<file path="src/rtl/rqs_pkg.sv">
`default_nettype none
package rqs_pkg;
  localparam int RECORDS  = 64;
  localparam int KEY_BITS = 16;
  localparam int TAG_BITS = 10;
  localparam int IDX_W    = $clog2(RECORDS);
  localparam int CNT_W    = $clog2(RECORDS + 1);
  localparam int REC_W    = KEY_BITS + TAG_BITS;
  localparam int RNG_W    = 2 * IDX_W;
  localparam int DATA_W   = ((REC_W + 7) / 8) * 8;
endpackage
`default_nettype wire

</file>
<file path="src/rtl/rqs_ram.sv">
`default_nettype none
module rqs_ram #(
  parameter int WIDTH = 8,
  parameter int DEPTH = 16,
  parameter int AW    = $clog2(DEPTH)
) (
  input  wire logic             clk,
  input  wire logic             we,
  input  wire logic [AW-1:0]    waddr,
  input  wire logic [WIDTH-1:0] wdata,
  input  wire logic [AW-1:0]    raddr,
  output logic      [WIDTH-1:0] rdata
);
  logic [WIDTH-1:0] mem [DEPTH];

  // One write port, one registered read port
  always_ff @(posedge clk) begin
    if (we) begin
      mem[waddr] <= wdata;
    end
    rdata <= mem[raddr];
  end
endmodule
`default_nettype wire

</file>
<file path="src/rtl/record_quicksort_by_key.sv">
// Channel  | Dir | tdata (low bit up)           | tlast    | tuser
// s_axis   | in  | key[15:0], tag[25:16], 0 pad  | last     | -
// m_axis   | out | key_out[15:0], tag_out[25:16] | last_out | overflow
// Loading accepts one word per cycle; a word is taken only while no set is
// being sorted or emitted. Sorting runs in place in one record RAM with a
// registered read, so each compare takes a read state and a wait state and
// each swap two writes. A set of N random keys needs about 2*N*ln(N)
// compares; presorted keys approach N*N. Each word is emitted through the
// read, wait and hold states, and the next is read only after it is taken.
// Reset is synchronous; the RAMs need no clearing.
`default_nettype none
module record_quicksort_by_key
  import rqs_pkg::*;
(
  input  wire logic              clk,
  input  wire logic              rst,
  input  wire logic              s_axis_tvalid,
  output logic                   s_axis_tready,
  input  wire logic [DATA_W-1:0] s_axis_tdata,   // key, tag, zero pad
  input  wire logic              s_axis_tlast,
  output logic                   m_axis_tvalid,
  input  wire logic              m_axis_tready,
  output logic      [DATA_W-1:0] m_axis_tdata,   // key_out, tag_out, zero pad
  output logic                   m_axis_tlast,
  output logic                   m_axis_tuser    // overflow
);
  typedef enum logic [4:0] {
    S_LOAD, S_POP, S_POP_WAIT, S_INNER, S_PIV_WAIT, S_UP, S_UP_WAIT,
    S_DN, S_DN_WAIT, S_SWAP_A, S_SWAP_B, S_FIN_A, S_FIN_B, S_PUSH,
    S_EMIT_RD, S_EMIT_WAIT, S_EMIT_HOLD
  } state_t;

  state_t             state;
  logic [CNT_W-1:0]   count, up, dn, sp;
  logic [IDX_W-1:0]   lo, hi, idx;
  logic               dropped;
  logic [REC_W-1:0]   pivot_rec, rec_up, rec_dn;
  logic [REC_W-1:0]   out_rec;
  logic               out_last, out_ovf, out_valid;

  logic               rec_we;
  logic [IDX_W-1:0]   rec_waddr, rec_raddr;
  logic [REC_W-1:0]   rec_wdata, rec_rdata;
  logic               stk_we;
  logic [IDX_W-1:0]   stk_waddr, stk_raddr;
  logic [RNG_W-1:0]   stk_wdata, stk_rdata;

  logic               s_fire, full, push_ok;
  logic [CNT_W-1:0]   cnt_new, up_inc, dn_dec, dn_inc, sp_dec, cnt_m1;

  assign s_fire  = s_axis_tvalid && s_axis_tready;
  assign full    = (count == CNT_W'(RECORDS));
  assign cnt_new = full ? count : count + CNT_W'(1);
  assign cnt_m1  = cnt_new - CNT_W'(1);
  assign up_inc  = up + CNT_W'(1);
  assign dn_dec  = dn - CNT_W'(1);
  assign dn_inc  = dn + CNT_W'(1);
  assign sp_dec  = sp - CNT_W'(1);
  assign push_ok = (dn_inc < CNT_W'(hi)) && (sp < CNT_W'(RECORDS));

  rqs_ram #(.WIDTH(REC_W), .DEPTH(RECORDS)) u_rec (
    .clk(clk), .we(rec_we), .waddr(rec_waddr), .wdata(rec_wdata),
    .raddr(rec_raddr), .rdata(rec_rdata)
  );

  rqs_ram #(.WIDTH(RNG_W), .DEPTH(RECORDS)) u_stk (
    .clk(clk), .we(stk_we), .waddr(stk_waddr), .wdata(stk_wdata),
    .raddr(stk_raddr), .rdata(stk_rdata)
  );

  // Steer RAM ports by state
  always_comb begin
    rec_we    = 1'b0;
    rec_waddr = count[IDX_W-1:0];
    rec_wdata = s_axis_tdata[REC_W-1:0];
    rec_raddr = lo;
    stk_we    = 1'b0;
    stk_waddr = sp[IDX_W-1:0];
    stk_wdata = {dn_inc[IDX_W-1:0], hi};
    stk_raddr = sp_dec[IDX_W-1:0];
    case (state)
      S_LOAD:    rec_we = s_fire && !full;
      S_UP:      rec_raddr = up_inc[IDX_W-1:0];
      S_DN:      rec_raddr = dn_dec[IDX_W-1:0];
      S_SWAP_A: begin
        rec_we = 1'b1; rec_waddr = up[IDX_W-1:0]; rec_wdata = rec_dn;
      end
      S_SWAP_B: begin
        rec_we = 1'b1; rec_waddr = dn[IDX_W-1:0]; rec_wdata = rec_up;
      end
      S_FIN_A: begin
        rec_we = 1'b1; rec_waddr = lo; rec_wdata = rec_dn;
      end
      S_FIN_B: begin
        rec_we = 1'b1; rec_waddr = dn[IDX_W-1:0]; rec_wdata = pivot_rec;
      end
      S_PUSH:    stk_we = push_ok;
      S_EMIT_RD: rec_raddr = idx;
      default: ;
    endcase
  end

  // Sequence load, partition, stack and emit
  always_ff @(posedge clk) begin
    if (rst) begin
      state     <= S_LOAD;
      count     <= '0;
      dropped   <= 1'b0;
      out_valid <= 1'b0;
      sp        <= '0;
    end else begin
      case (state)
        S_LOAD: begin
          if (s_fire) begin
            count   <= cnt_new;
            dropped <= dropped | full;
            if (s_axis_tlast) begin
              if (cnt_new > CNT_W'(1)) begin
                lo    <= '0;
                hi    <= cnt_m1[IDX_W-1:0];
                sp    <= '0;
                state <= S_INNER;
              end else begin
                idx   <= '0;
                state <= S_EMIT_RD;
              end
            end
          end
        end
        S_POP: begin
          if (sp == '0) begin
            idx   <= count[IDX_W-1:0] - IDX_W'(1);
            state <= S_EMIT_RD;
          end else begin
            sp    <= sp_dec;
            state <= S_POP_WAIT;
          end
        end
        S_POP_WAIT: begin
          lo    <= stk_rdata[RNG_W-1:IDX_W];
          hi    <= stk_rdata[IDX_W-1:0];
          state <= S_INNER;
        end
        S_INNER: state <= (lo < hi) ? S_PIV_WAIT : S_POP;
        S_PIV_WAIT: begin
          pivot_rec <= rec_rdata;
          up        <= CNT_W'(lo);
          dn        <= CNT_W'(hi) + CNT_W'(1);
          state     <= S_UP;
        end
        S_UP: begin
          up    <= up_inc;
          state <= (up_inc <= CNT_W'(hi)) ? S_UP_WAIT : S_DN;
        end
        S_UP_WAIT: begin
          if (rec_rdata[KEY_BITS-1:0] < pivot_rec[KEY_BITS-1:0]) begin
            state <= S_UP;
          end else begin
            rec_up <= rec_rdata;
            state  <= S_DN;
          end
        end
        S_DN: begin
          dn    <= dn_dec;
          state <= S_DN_WAIT;
        end
        S_DN_WAIT: begin
          if (rec_rdata[KEY_BITS-1:0] > pivot_rec[KEY_BITS-1:0]) begin
            state <= S_DN;
          end else begin
            rec_dn <= rec_rdata;
            state  <= (up < dn) ? S_SWAP_A : S_FIN_A;
          end
        end
        S_SWAP_A: state <= S_SWAP_B;
        S_SWAP_B: state <= S_UP;
        S_FIN_A:  state <= S_FIN_B;
        S_FIN_B:  state <= S_PUSH;
        S_PUSH: begin
          if (push_ok) begin
            sp <= sp + CNT_W'(1);
          end
          hi    <= (dn > CNT_W'(lo)) ? dn_dec[IDX_W-1:0] : lo;
          state <= S_INNER;
        end
        S_EMIT_RD: state <= S_EMIT_WAIT;
        S_EMIT_WAIT: begin
          out_rec   <= rec_rdata;
          out_last  <= (idx == '0);
          out_ovf   <= dropped;
          out_valid <= 1'b1;
          state     <= S_EMIT_HOLD;
        end
        S_EMIT_HOLD: begin
          if (m_axis_tready) begin
            out_valid <= 1'b0;
            if (idx == '0) begin
              count   <= '0;
              dropped <= 1'b0;
              state   <= S_LOAD;
            end else begin
              idx   <= idx - IDX_W'(1);
              state <= S_EMIT_RD;
            end
          end
        end
        default: state <= S_LOAD;
      endcase
    end
  end

  assign s_axis_tready = (state == S_LOAD);
  assign m_axis_tvalid = out_valid;
  assign m_axis_tdata  = DATA_W'(out_rec);
  assign m_axis_tlast  = out_last;
  assign m_axis_tuser  = out_ovf;
endmodule
`default_nettype wire

</file>
<file path="config.mk">
export PLATFORM = sky130hd
export DESIGN_NAME = record_quicksort_by_key
export DESIGN_NICKNAME = d
export VERILOG_FILES = /design/src/rtl/rqs_pkg.sv /design/src/rtl/rqs_ram.sv /design/src/rtl/record_quicksort_by_key.sv
export SDC_FILE = /design/constraint.sdc
export NUM_CORES = 2
export LEC_CHECK = 0
export ABC_AREA = 1
export BUFFER_PORTS_ARGS = -buffer_cell sky130_fd_sc_hd__buf_2
export CORE_ASPECT_RATIO = 1.25
export CORE_UTILIZATION = 55
export CTS_BUF_LIST = sky130_fd_sc_hd__clkbuf_4 sky130_fd_sc_hd__clkbuf_8
export DETAILED_ROUTE_END_ITERATION = 8
export PLACE_DENSITY = 0.78
export SETUP_SLACK_MARGIN = 0.4
export SYNTH_ARGS = -nofsm -noshare
export SYNTH_HDL_FRONTEND = slang
export SYNTH_SLANG_ARGS = --single-unit
</file>
<file path="constraint.sdc">
create_clock -name clk -period 6 [get_ports clk]
set_clock_uncertainty 0.15 [all_clocks]
set_input_delay 0.6 -clock clk [delete_from_list [all_inputs] [get_ports clk]]
set_output_delay 0.6 -clock clk [all_outputs]
set_load 0.02 [all_outputs]
</file>
==> metrics.md <==
| Metric | Value |
|---|---|
| Clock Root Buffer | `clkbuf_8` |
| Starting density of the core | `0.5536` |
| Unique masters post-synth | `52` |
| Area leader, netlist | `edfxtp_1` |
| Global-route wire length before repair | `451300 um` |
| Most frequent CP cell | `nor2_1` |
| Fin Hold WS | `0.1340 ns` |
| #FFs+latches synth | `2629` |
| CTS sink cnt | `2629` |
| Placed cell count | `11940` |
| Mean post-synth cell area | `11.78 um2` |
| Final setup fails | `0` |
| Worst Setup Path Type | `reg -> reg` |
| Top_reg_cell synth | `edfxtp_1` |
| Site Rows | `185` |
| Status | `finished, final reports clean` |
| Yosys top cell area share | `0.6852` |
| Largest net degree at the start of global routing | `191` |
| Layout cells sized above 1 | `0.1061` |
| Worst-path maximum fanout | `17` |
| Post-CTS sizing | `0` |
| Top area cells in the synthesized netlist | `edfxtp_1 69%, nand3_1 7.8%, nand2_1 4.3%` |
| Sequential share of the synthesized area | `0.6957` |
| Hold Vio Cnt, Final | `0` |
| Worst path required time | `6.61 ns` |
| Post-synth EDFFs | `2570` |
| Drt pass-1 iters | `8` |
| Total grt overflow | `0` |
| Crit path cell chain | `nor2_1 > inv_1 > nor2_1 > nand2_1 > nor2_1 > nor4_1 > inv_2 > nor2_4 > nand2_1 > nand2_2 > nand3_1 > nor2_4 > buf_4` |
| Via/cell ratio | `6.074` |
| Number of global-route vias before repair | `75160` |
| Final WL | `308500 um` |
| Worst Path Arrival | `5.49 ns` |
| Fin Setup TNS | `0 ns` |
| Slowest cell on crit path | `nor2_4` |
| Most common cell after layout, fill and taps aside | `edfxtp_1` |
| GPL Wtd Cong | `0.9505` |
| H-tree depth | `5` |
| I/O Pins | `73` |
| Post-Syn Area | `112600 um2` |
| YS warnings | `0` |
| Post-synth ARST share | `0` |
| Core area | `203500 um2` |
| Syn Inst Count | `9561` |
| Headroom to the max-slew limit | `0.08334` |
| Pwr dens | `478.6 nW/um2` |
| Worst setup SP type | `flip-flop` |
| Area growth, synth to finish | `10.36%` |
| Drt first-iter violations | `11220` |
| Reg clk slew, reported paths | `0.06 ns` |
| Remaining antenna violation count after routing | `0` |
| Dpl hpwl | `170300 um` |
| Worst VDD drop | `0.0006316 V` |
| Clock Latency Late Sink | `1.14 ns` |
| TritonCTS clock tree | `done` |
| Total number of vias | `77070` |
| RSZ-0062 raised after global routing | `no` |
| Setup crit end kind | `flip-flop` |
| Die width | `406.8 um` |
| Die H | `507.9 um` |
| Slowest stage delay, CP | `0.92 ns` |
| Number of buffers created by CTS | `415` |
| Initial antenna violation count | `11` |
| Worst hold path depth | `3` |
| Commonest non-fill, non-tap cells in the layout | `2570 x edfxtp_1, 1728 x nand3_1, 1304 x nand2_1` |
| Final Critical Period | `4.875 ns` |
| Max Transition Viols Final | `0` |
| Pleak | `46.04 nW` |
| CTS max path bufs | `4` |
| DRC Markers | `0` |
| DR WL/cell | `24.31 um` |
| Worst r2r path cells | `13` |
| Fin crit share | `0.8126` |
| F_max | `205.1 MHz` |
| Port Buffer Count | `60` |
| Cell Count, Final, Fillers Out | `12690` |
| Fin nets | `9740` |
| GR Util All Layers | `0.2935` |
| HP Class | `in -> reg` |
| Die area | `206600 um2` |
| Max-cap viol count | `0` |
| Slew @ Worst Pin | `1.370 ns` |
| Total power | `59.49 mW` |
## cells by family (layout without fill, tap and decap cells)
group | after synthesis | count (layout) | synth area share
muxes | 113 | 113 | 0.01004
AOI/OAI and AO/OA | 658 | 658 | 0.03864
DFF | 2629 | 2629 | 0.6957
other | 1 | 13 | 0.00003330
and+or+nand+nor | 4345 | 4345 | 0.1866
buffers and inverters | 1741 | 2146 | 0.06142
xor gates and xnor gates | 19 | 19 | 0.001478
adders and majority gates | 55 | 55 | 0.006110
## repair_timing
item                      4_1_cts  5_1_grt
hold buffers                    6        0
hold endpoints to repair       31        0
buffers inserted                0        0
## flip-flops by register name, indices dropped and copies added (netlist names), 5 cells and up
register and flops:
count 7, dn 7, hi 6, idx 6, lo 6, out_rec 26, pivot_rec 26, rec_dn 26
rec_up 26, sp 7, state 5, u_rec.mem 1664, u_rec.rdata 26, u_stk.mem 768, u_stk.rdata 12, up 7
## layout make-up
class / count / area (um2)
clock inverters: 181 / 1057
fillers: 14970 / 79170
inverters: 1127 / 4260
multi-input cells: 5196 / 27970
flip-flops and latches: 2629 / 78360
clock buffers: 559 / 6918
repair buffers: 279 / 2322
diodes: 7 / 17.52
well taps: 2711 / 3392
## layer usage
| metal | GRT usage | wire length [um] | vias up |
|---|---|---|---|
| met5 | 0 | 40 | - |
| met4 | 0.2136 | 23680 | 6 |
| met3 | 0.06234 | 32210 | 1103 |
| met2 | 0.4717 | 146600 | 5034 |
| met1 | 0.3501 | 106000 | 37040 |
| li1 | - | - | 33890 |
## synthesized netlist by cell type (7+ instances only)
cell / count
buf_4: 26
clkbuf_1: 319
ha_1: 55
nand3b_1: 626
nor3_1: 21
inv_1: 1109
edfxtp_1: 2570
inv_2: 16
mux2i_1: 113
o32ai_1: 79
dfxtp_1: 59
nand4_1: 16
a21oi_1: 44
a22oi_1: 26
o21ai_0: 289
o211ai_1: 74
nor2_1: 601
buf_2: 210
nand2_1: 1305
nand3_1: 1754
buf_1: 56
o22ai_1: 7
xor2_1: 18
o221ai_1: 113
## where the power goes
part	internal, mW	switching (mW)	total (mW)
sequential	22.2	0.469	22.7
clock	7.89	6.93	14.8
combinational	5.54	16.4	22.0
total	35.7	23.8	59.5
## critical path: cells and delay by family (launching register included)
kind | cells | cell delay (ns)
flops | 1 | 0.46
simple gates | 10 | 3.38
buf+inv | 3 | 0.58
## final timing paths
| path | slack (ns) | from | end |
|---|---|---|---|
| worst max-delay path | 1.12 | state[1] | u_rec.mem[58][7] |
| worst min-delay path | 0.13 | s_axis_tdata[17] | u_rec.mem[49][17] |
| worst max register to register | 1.12 | state[1] | u_rec.mem[58][7] |
| worst min register to register | 0.32 | dropped | m_axis_tuser |
## per-stage QoR
stage | util | cell area, um2 | setup slack, ns
6_report | 0.6109 | 124300 | 1.125
5_1_grt | 0.6108 | 124300 | 0.8404
4_1_cts | 0.6108 | 124300 | 1.193
3_5_place_dp | 0.5713 | 116200 | 1.215
3_3_place_gp | 0.5713 | 116200 | 1.338
2_1_floorplan | - | 112600 | 0.7659
Power figures use the tool's default switching activity.
